$ cat src/rtl/three_class_priority_queue_macros.svh
// Assertion macros for the three-class priority queue.
`ifndef THREE_CLASS_PRIORITY_QUEUE_MACROS_SVH
`define THREE_CLASS_PRIORITY_QUEUE_MACROS_SVH

// Same-cycle implication, checked outside reset.
`define TCPQ_ASSERT_NOW(label, ante, cons, msg) \
  label: assert property (@(posedge clk) disable iff (rst) (ante) |-> (cons)) else $error(msg);

// Next-cycle implication, checked outside reset.
`define TCPQ_ASSERT_NEXT(label, ante, cons, msg) \
  label: assert property (@(posedge clk) disable iff (rst) (ante) |=> (cons)) else $error(msg);

`endif

$ cat src/rtl/tcpq_pkg.sv
`default_nettype none

package tcpq_pkg;

  localparam int CLASS_DEPTH = 16;
  localparam int ID_BITS     = 16;
  localparam int AGE_BITS    = 7;
  localparam int NUM_CLASSES = 3;
  localparam int CLS_BITS    = 2;
  localparam int CNT_BITS    = $clog2(CLASS_DEPTH + 1);

  typedef enum logic [1:0] {
    FUNC_INSERT = 2'd0,
    FUNC_POP    = 2'd1,
    FUNC_PEEK   = 2'd2,
    FUNC_NOP    = 2'd3
  } func_t;

  typedef enum logic [1:0] {
    ST_OK    = 2'd0,
    ST_DUP   = 2'd1,
    ST_FULL  = 2'd2,
    ST_EMPTY = 2'd3
  } status_t;

  typedef struct packed {
    logic [ID_BITS-1:0]  id;
    logic [AGE_BITS-1:0] age;
  } entry_t;

  typedef struct packed {
    logic load;
    logic exec;
  } cmd_t;

endpackage

`default_nettype wire

$ cat src/rtl/three_class_priority_queue.sv
// A request is captured in the capture step of the controller and carried out in its
// execute step, at the end of which the response is registered as valid. No new request
// is taken while one is executing or while its response waits unaccepted; the all-entry
// id compare and the sorted shift finish in the execute step.
// Reset clears the class counts and the handshake state; store contents are undefined
// until written and are never read beyond a class count, so no clearing pass runs.
`default_nettype none
`include "three_class_priority_queue_macros.svh"

module three_class_priority_queue
  import tcpq_pkg::*;
(
  input  wire logic                clk,
  input  wire logic                rst,
  input  wire logic                req_valid,
  output logic                     req_ready,
  input  wire logic [1:0]          func,
  input  wire logic [ID_BITS-1:0]  entry_id,
  input  wire logic [AGE_BITS-1:0] entry_age,
  input  wire logic [CLS_BITS-1:0] entry_class,
  output logic                     rsp_valid,
  input  wire logic                rsp_ready,
  output logic [1:0]               status,
  output logic                     out_valid,
  output logic [ID_BITS-1:0]       out_id,
  output logic [AGE_BITS-1:0]      out_age,
  output logic [CLS_BITS-1:0]      out_class,
  output logic [CNT_BITS-1:0]      top_count,
  output logic [CNT_BITS-1:0]      mid_count,
  output logic [CNT_BITS-1:0]      low_count
);

  cmd_t cmd;

  tcpq_ctrl u_ctrl (
    .clk       (clk),
    .rst       (rst),
    .req_valid (req_valid),
    .req_ready (req_ready),
    .rsp_valid (rsp_valid),
    .rsp_ready (rsp_ready),
    .cmd       (cmd)
  );

  tcpq_datapath u_datapath (
    .clk         (clk),
    .rst         (rst),
    .cmd         (cmd),
    .func        (func),
    .entry_id    (entry_id),
    .entry_age   (entry_age),
    .entry_class (entry_class),
    .status      (status),
    .out_valid   (out_valid),
    .out_id      (out_id),
    .out_age     (out_age),
    .out_class   (out_class),
    .top_count   (top_count),
    .mid_count   (mid_count),
    .low_count   (low_count)
  );

  `TCPQ_ASSERT_NEXT(a_rsp_follows_req, cmd.exec, rsp_valid, "response missing after request")
  `TCPQ_ASSERT_NOW(a_fill_bound, 1'b1, (top_count <= CNT_BITS'(CLASS_DEPTH)) && (mid_count <= CNT_BITS'(CLASS_DEPTH)) && (low_count <= CNT_BITS'(CLASS_DEPTH)), "class count exceeds depth")
  `TCPQ_ASSERT_NOW(a_head_ok, rsp_valid && out_valid, status == ST_OK, "head entry with bad status")
  `TCPQ_ASSERT_NOW(a_empty_counts, rsp_valid && (status == ST_EMPTY), (top_count == '0) && (mid_count == '0) && (low_count == '0), "empty status with waiting entries")

endmodule

`default_nettype wire

$ cat src/rtl/tcpq_ctrl.sv
`default_nettype none

module tcpq_ctrl
  import tcpq_pkg::*;
(
  input  wire logic clk,
  input  wire logic rst,
  input  wire logic req_valid,
  output logic      req_ready,
  output logic      rsp_valid,
  input  wire logic rsp_ready,
  output cmd_t      cmd
);

  typedef enum logic {
    IDLE,
    EXEC
  } state_t;

  state_t state;

  assign req_ready = (state == IDLE) && (!rsp_valid || rsp_ready);
  assign cmd.load  = req_valid && req_ready;
  assign cmd.exec  = (state == EXEC);

  always_ff @(posedge clk) begin
    if (rst) begin
      state     <= IDLE;
      rsp_valid <= 1'b0;
    end else begin
      case (state)
        IDLE: begin
          if (rsp_ready) begin
            rsp_valid <= 1'b0;
          end
          if (req_valid && req_ready) begin
            state <= EXEC;
          end
        end
        EXEC: begin
          state     <= IDLE;
          rsp_valid <= 1'b1;
        end
        default: begin
          state <= IDLE;
        end
      endcase
    end
  end

endmodule

`default_nettype wire

$ cat src/rtl/tcpq_datapath.sv
`default_nettype none

module tcpq_datapath
  import tcpq_pkg::*;
(
  input  wire logic                clk,
  input  wire logic                rst,
  input  wire cmd_t                cmd,
  input  wire logic [1:0]          func,
  input  wire logic [ID_BITS-1:0]  entry_id,
  input  wire logic [AGE_BITS-1:0] entry_age,
  input  wire logic [CLS_BITS-1:0] entry_class,
  output logic [1:0]               status,
  output logic                     out_valid,
  output logic [ID_BITS-1:0]       out_id,
  output logic [AGE_BITS-1:0]      out_age,
  output logic [CLS_BITS-1:0]      out_class,
  output logic [CNT_BITS-1:0]      top_count,
  output logic [CNT_BITS-1:0]      mid_count,
  output logic [CNT_BITS-1:0]      low_count
);

  func_t               func_q;
  logic [ID_BITS-1:0]  id_q;
  logic [AGE_BITS-1:0] age_q;
  logic [CLS_BITS-1:0] cls_q;

  entry_t              store      [NUM_CLASSES][CLASS_DEPTH];
  entry_t              store_next [NUM_CLASSES][CLASS_DEPTH];
  logic [CNT_BITS-1:0] fill       [NUM_CLASSES];
  logic [CNT_BITS-1:0] fill_next  [NUM_CLASSES];

  logic [NUM_CLASSES-1:0][CLASS_DEPTH-1:0] ge;
  logic                dup;
  logic                head_found;
  logic [CLS_BITS-1:0] head_cls;
  entry_t              head_entry;
  entry_t              new_entry;

  status_t             status_reg;
  status_t             status_next;
  logic                valid_next;
  entry_t              res_next;
  logic [CLS_BITS-1:0] cls_next;

  assign new_entry = '{id: id_q, age: age_q};

  always_comb begin
    dup        = 1'b0;
    head_found = 1'b0;
    head_cls   = '0;
    head_entry = '0;
    ge         = '0;
    for (int c = 0; c < NUM_CLASSES; c++) begin
      for (int i = 0; i < CLASS_DEPTH; i++) begin
        if (CNT_BITS'(i) < fill[c]) begin
          if (store[c][i].id == id_q) begin
            dup = 1'b1;
          end
          ge[c][i] = (store[c][i].age >= age_q);
        end
      end
    end
    for (int c = NUM_CLASSES - 1; c >= 0; c--) begin
      if (fill[c] != '0) begin
        head_found = 1'b1;
        head_cls   = CLS_BITS'(c);
        head_entry = store[c][0];
      end
    end
  end

  always_comb begin
    store_next  = store;
    fill_next   = fill;
    status_next = ST_OK;
    valid_next  = 1'b0;
    res_next    = '0;
    cls_next    = '0;
    case (func_q)
      FUNC_INSERT: begin
        if (dup) begin
          status_next = ST_DUP;
        end else begin
          status_next = ST_FULL;
          for (int c = 0; c < NUM_CLASSES; c++) begin
            if (cls_q == CLS_BITS'(c) && fill[c] < CNT_BITS'(CLASS_DEPTH)) begin
              status_next  = ST_OK;
              fill_next[c] = fill[c] + CNT_BITS'(1);
              if (!ge[c][0]) begin
                store_next[c][0] = new_entry;
              end
              for (int i = 1; i < CLASS_DEPTH; i++) begin
                if (!ge[c][i]) begin
                  store_next[c][i] = ge[c][i-1] ? new_entry : store[c][i-1];
                end
              end
            end
          end
        end
      end
      FUNC_POP, FUNC_PEEK: begin
        if (!head_found) begin
          status_next = ST_EMPTY;
        end else begin
          valid_next = 1'b1;
          res_next   = head_entry;
          cls_next   = head_cls;
          if (func_q == FUNC_POP) begin
            for (int c = 0; c < NUM_CLASSES; c++) begin
              if (head_cls == CLS_BITS'(c)) begin
                fill_next[c] = fill[c] - CNT_BITS'(1);
                for (int i = 0; i < CLASS_DEPTH - 1; i++) begin
                  store_next[c][i] = store[c][i+1];
                end
              end
            end
          end
        end
      end
      default: begin
      end
    endcase
  end

  always_ff @(posedge clk) begin
    if (cmd.load) begin
      func_q <= func_t'(func);
      id_q   <= entry_id;
      age_q  <= entry_age;
      cls_q  <= entry_class;
    end
    if (cmd.exec) begin
      store      <= store_next;
      status_reg <= status_next;
      out_valid  <= valid_next;
      out_id     <= res_next.id;
      out_age    <= res_next.age;
      out_class  <= cls_next;
    end
  end

  always_ff @(posedge clk) begin
    if (rst) begin
      for (int c = 0; c < NUM_CLASSES; c++) begin
        fill[c] <= '0;
      end
    end else if (cmd.exec) begin
      fill <= fill_next;
    end
  end

  assign status    = status_reg;
  assign top_count = fill[0];
  assign mid_count = fill[1];
  assign low_count = fill[2];

endmodule

`default_nettype wire
$ cat config.mk
export PLATFORM = sky130hd
export DESIGN_NAME = three_class_priority_queue
export DESIGN_NICKNAME = d
export VERILOG_FILES = /design/src/rtl/tcpq_pkg.sv /design/src/rtl/three_class_priority_queue.sv /design/src/rtl/tcpq_ctrl.sv /design/src/rtl/tcpq_datapath.sv
export VERILOG_INCLUDE_DIRS = /design/src /design/src/rtl
export SDC_FILE = /design/constraint.sdc
export NUM_CORES = 2
export LEC_CHECK = 0
export BUFFER_PORTS_ARGS = -buffer_cell sky130_fd_sc_hd__buf_2
export CAP_MARGIN = 20
export CELL_PAD_IN_SITES_DETAIL_PLACEMENT = 0
export CELL_PAD_IN_SITES_GLOBAL_PLACEMENT = 1
export CORE_ASPECT_RATIO = 1.75
export CORE_UTILIZATION = 45
export CTS_CLUSTER_SIZE = 30
export DETAILED_ROUTE_END_ITERATION = 10
export PLACE_DENSITY = 0.75
export SLEW_MARGIN = 40
export SYNTH_ARGS = -nofsm -noshare
export SYNTH_HDL_FRONTEND = slang
export SYNTH_HIERARCHICAL = 1
export SYNTH_SLANG_ARGS = --single-unit
$ cat constraint.sdc
create_clock -name clk -period 12.2 [get_ports clk]
set_clock_uncertainty 0.15 [all_clocks]
set_input_delay 3.05 -clock clk [delete_from_list [all_inputs] [get_ports clk]]
set_output_delay 3.05 -clock clk [all_outputs]
set_load 0.03 [all_outputs]
==> metrics.cfg <==
[status]
run_status = completed

[setup_path]
worstPathMaxFanout = 4
r2r_cells = 13
crit_required_ns = 9.00
cp_data_arrival_time_ns = 3.54
worst_setup_path_end_kind = output pin
worstSetupStartpointType = primary input
ff2ff_setup_slack_ns = 5.48
worstSetupPathType = primary input to output pin

[route]
dr.first_iter.drc_count = 5356
top_layer = met5
drc = 0
wl_um = 265100
first_pass_iters = 7
avgRoutedWirePerCell_um = 29.14
ant_nets = 0
routedLengthMet1_um = 96080
met2_length_um = 130800
wl_met3_um = 13160
drt-vias-per-instance = 6.120
vias = 55680

[grt]
grt_util_all_layers_pct = 31.11
grt_max_degree = 126
antenna_found_initial = 6
grt_pass1_wl_um = 384300
grt_pass1_vias = 56430
grt_remaining_overflow = 0

[power_and_ir_drop]
power_density_mw_per_mm2 = 124.2
leakage_uw = 0.03405
vdd_drop_max_mv = 0.1488

[cells_and_area]
drive_gt1_share_pct = 9.225
mostFrequentLayoutCell = edfxtp_1
nFillCells = 15160
area_growth_pct = 8.343
final_util_pct = 49.12
seqCellArea_mm2 = 0.03514
multi_input_area_mm2 = 0.03664
nets = 7166
largest_reg_flops = 1104
layout_common_cells = 1,159 x edfxtp_1, 1,069 x nand2_1, 969 x mux2i_1
regMostFlops = u_datapath/store
final_cell_area_mm2 = 0.08076
finalNonFillerCells = 9097
reg_top3 = u_datapath/store (1104), u_datapath/id_q (16), u_datapath/out_id (16)

[sta]
drv_slew = 0
max_slew_margin_pct = 34.69
hold_viol = 0
setup_ws_ns = 5.461
max_freq_ghz = 0.1484
grt_setup_unrepaired = false
setup_tns_ns = 0
finalSetupViolations = 0
fin_crit_ns = 6.739
worst_pin_slew_ns = 0.9721
finalCritPeriodShare_pct = 55.24

[floorplan]
die-area_mm2 = 0.1673
row_count = 197
initial_utilization_pct = 45.34
ios = 76
die-height_um = 540.4
fp.coreArea_mm2 = 0.1644
die_x_um = 309.7

[cts]
cts.clk_slew.worst_paths_ns = 0.07
cts_root_buf = clkbuf_16
cts_tree = yes
post_cts.repair.setup_buffers = 0
cts_hold_buffers = 0
htree_num_levels = 3
cts_resized = 0
cts_buffers = 112
cts.sinks = 1176
worstSkewPairLatency_ns = 0.75
cts_buffer_depth = 3

[placement]
dp.final_hpwl_um = 184200
dp_slack_ns = 5.466
portBuffers = 75
place_area_mm2 = 0.07703
dp_cells = 8881
routabilityCongestion = 0.9767

[logic_synthesis]
synth_nets = 7353
ys_ff_latch = 1176
synth_area_per_cell_um2 = 10.66
ys_types = 57
seq_area_frac_synth_pct = 47.15
netlist_area_mm2 = 0.07454
netlist_instances = 6994
yosys_warnings = 6
synthArstFlopShare_pct = 0
synth-edff-count = 1159
synth_ff_type = edfxtp_1

[hold_path]
hold_path_class = register to register
holdPathStages = 2

[job]
drv_cap = 0

## power by group
part / internal, uW / switching (uW)
Combinational: 506 / 1090
Clock: 1990 / 1660
Sequential: 4640 / 141
## layout make-up
cell class | count | area share [%]
multi-input combinational | 5134 | 45.38
tap | 2189 | 3.392
inverter | 111 | 0.5221
clock inverter | 79 | 0.9017
clock buffer | 133 | 3.632
antenna | 3 | 0.009296
timing repair buffer | 272 | 2.649
sequential | 1176 | 43.52
## cells in the mapped netlist (2+ instances only)
| master | instances | area (um2) |
|---|---|---|
| nor3_1 | 37 | 185.2 |
| mux2i_1 | 969 | 9699 |
| buf_2 | 18 | 90.09 |
| a2111oi_1 | 2 | 20.02 |
| inv_1 | 110 | 412.9 |
| nand2b_1 | 53 | 331.6 |
| a222oi_1 | 23 | 230.2 |
| a31oi_1 | 11 | 68.82 |
| and2_1 | 5 | 31.28 |
| nand2_1 | 1070 | 4016 |
| o21bai_1 | 11 | 82.58 |
| nand4_1 | 72 | 450.4 |
| mux2_2 | 67 | 754.5 |
| xor2_1 | 550 | 4817 |
| clkbuf_1 | 445 | 1670 |
| a21oi_1 | 116 | 580.6 |
| nor2_1 | 69 | 259.0 |
| a21o_1 | 183 | 1374 |
| dfxtp_1 | 17 | 340.3 |
| nand3_1 | 34 | 170.2 |
| a211oi_1 | 3 | 22.52 |
| o21ai_1 | 172 | 860.8 |
| o22ai_1 | 4 | 25.02 |
| buf_4 | 38 | 285.3 |
| or2_1 | 2 | 12.51 |
| xnor2_1 | 229 | 2006 |
| nor2b_1 | 38 | 237.7 |
| buf_1 | 2 | 7.510 |
| o32ai_1 | 9 | 78.83 |
| buf_6 | 70 | 788.3 |
| nor4_1 | 140 | 875.8 |
| ha_1 | 328 | 4104 |
| o41ai_2 | 3 | 48.80 |
| o22a_1 | 2 | 17.52 |
| or4_4 | 3 | 33.78 |
| or2_2 | 2 | 12.51 |
| o21ai_0 | 902 | 4514 |
| edfxtp_1 | 1159 | 34800 |
| or3_1 | 8 | 50.05 |
## per-layer routing
metal	track usage, %	vias up
li1	-	24800
met4	25.45	2
met5	0	-
met3	3.708	854
met2	53.02	2237
met1	34.63	27780
## cells by family (layout without fill, tap and decap cells)
kind of cell	Yosys count	count (layout)	synth area share, %
fa+ha+maj	328	328	5.506
xor+xnor	779	779	9.154
compound gates	1450	1450	10.73
flops	1176	1176	47.15
other cells	0	3	0
simple gates	1541	1541	9.061
mux	1036	1036	14.03
buf+inv	684	595	4.371
## stage by stage
step | total power (uW) | hold WS [ns]
final | 10030 | 0.3604
after global routing | 10310 | 0.4093
after CTS | 10030 | 0.3560
after detailed placement | 6425 | 0.3470
after global placement | 6380 | 0.3308
after floorplan | 5866 | 0.3288
## worst paths after layout
kind                            from                      end
min reg2reg  u_datapath/low_count[4]  u_datapath/low_count[4]
min          u_datapath/low_count[4]  u_datapath/low_count[4]
max reg2reg      u_datapath/id_q[12]    u_datapath/store[971]
max                        rsp_ready                req_ready
## critical path, cell delays in order
cell	delay (ns)
buf_2	0.11
nor2b_4	0.15
nor2_1	0.05
buf_2	0.17
(Power assumes the default switching activity.)
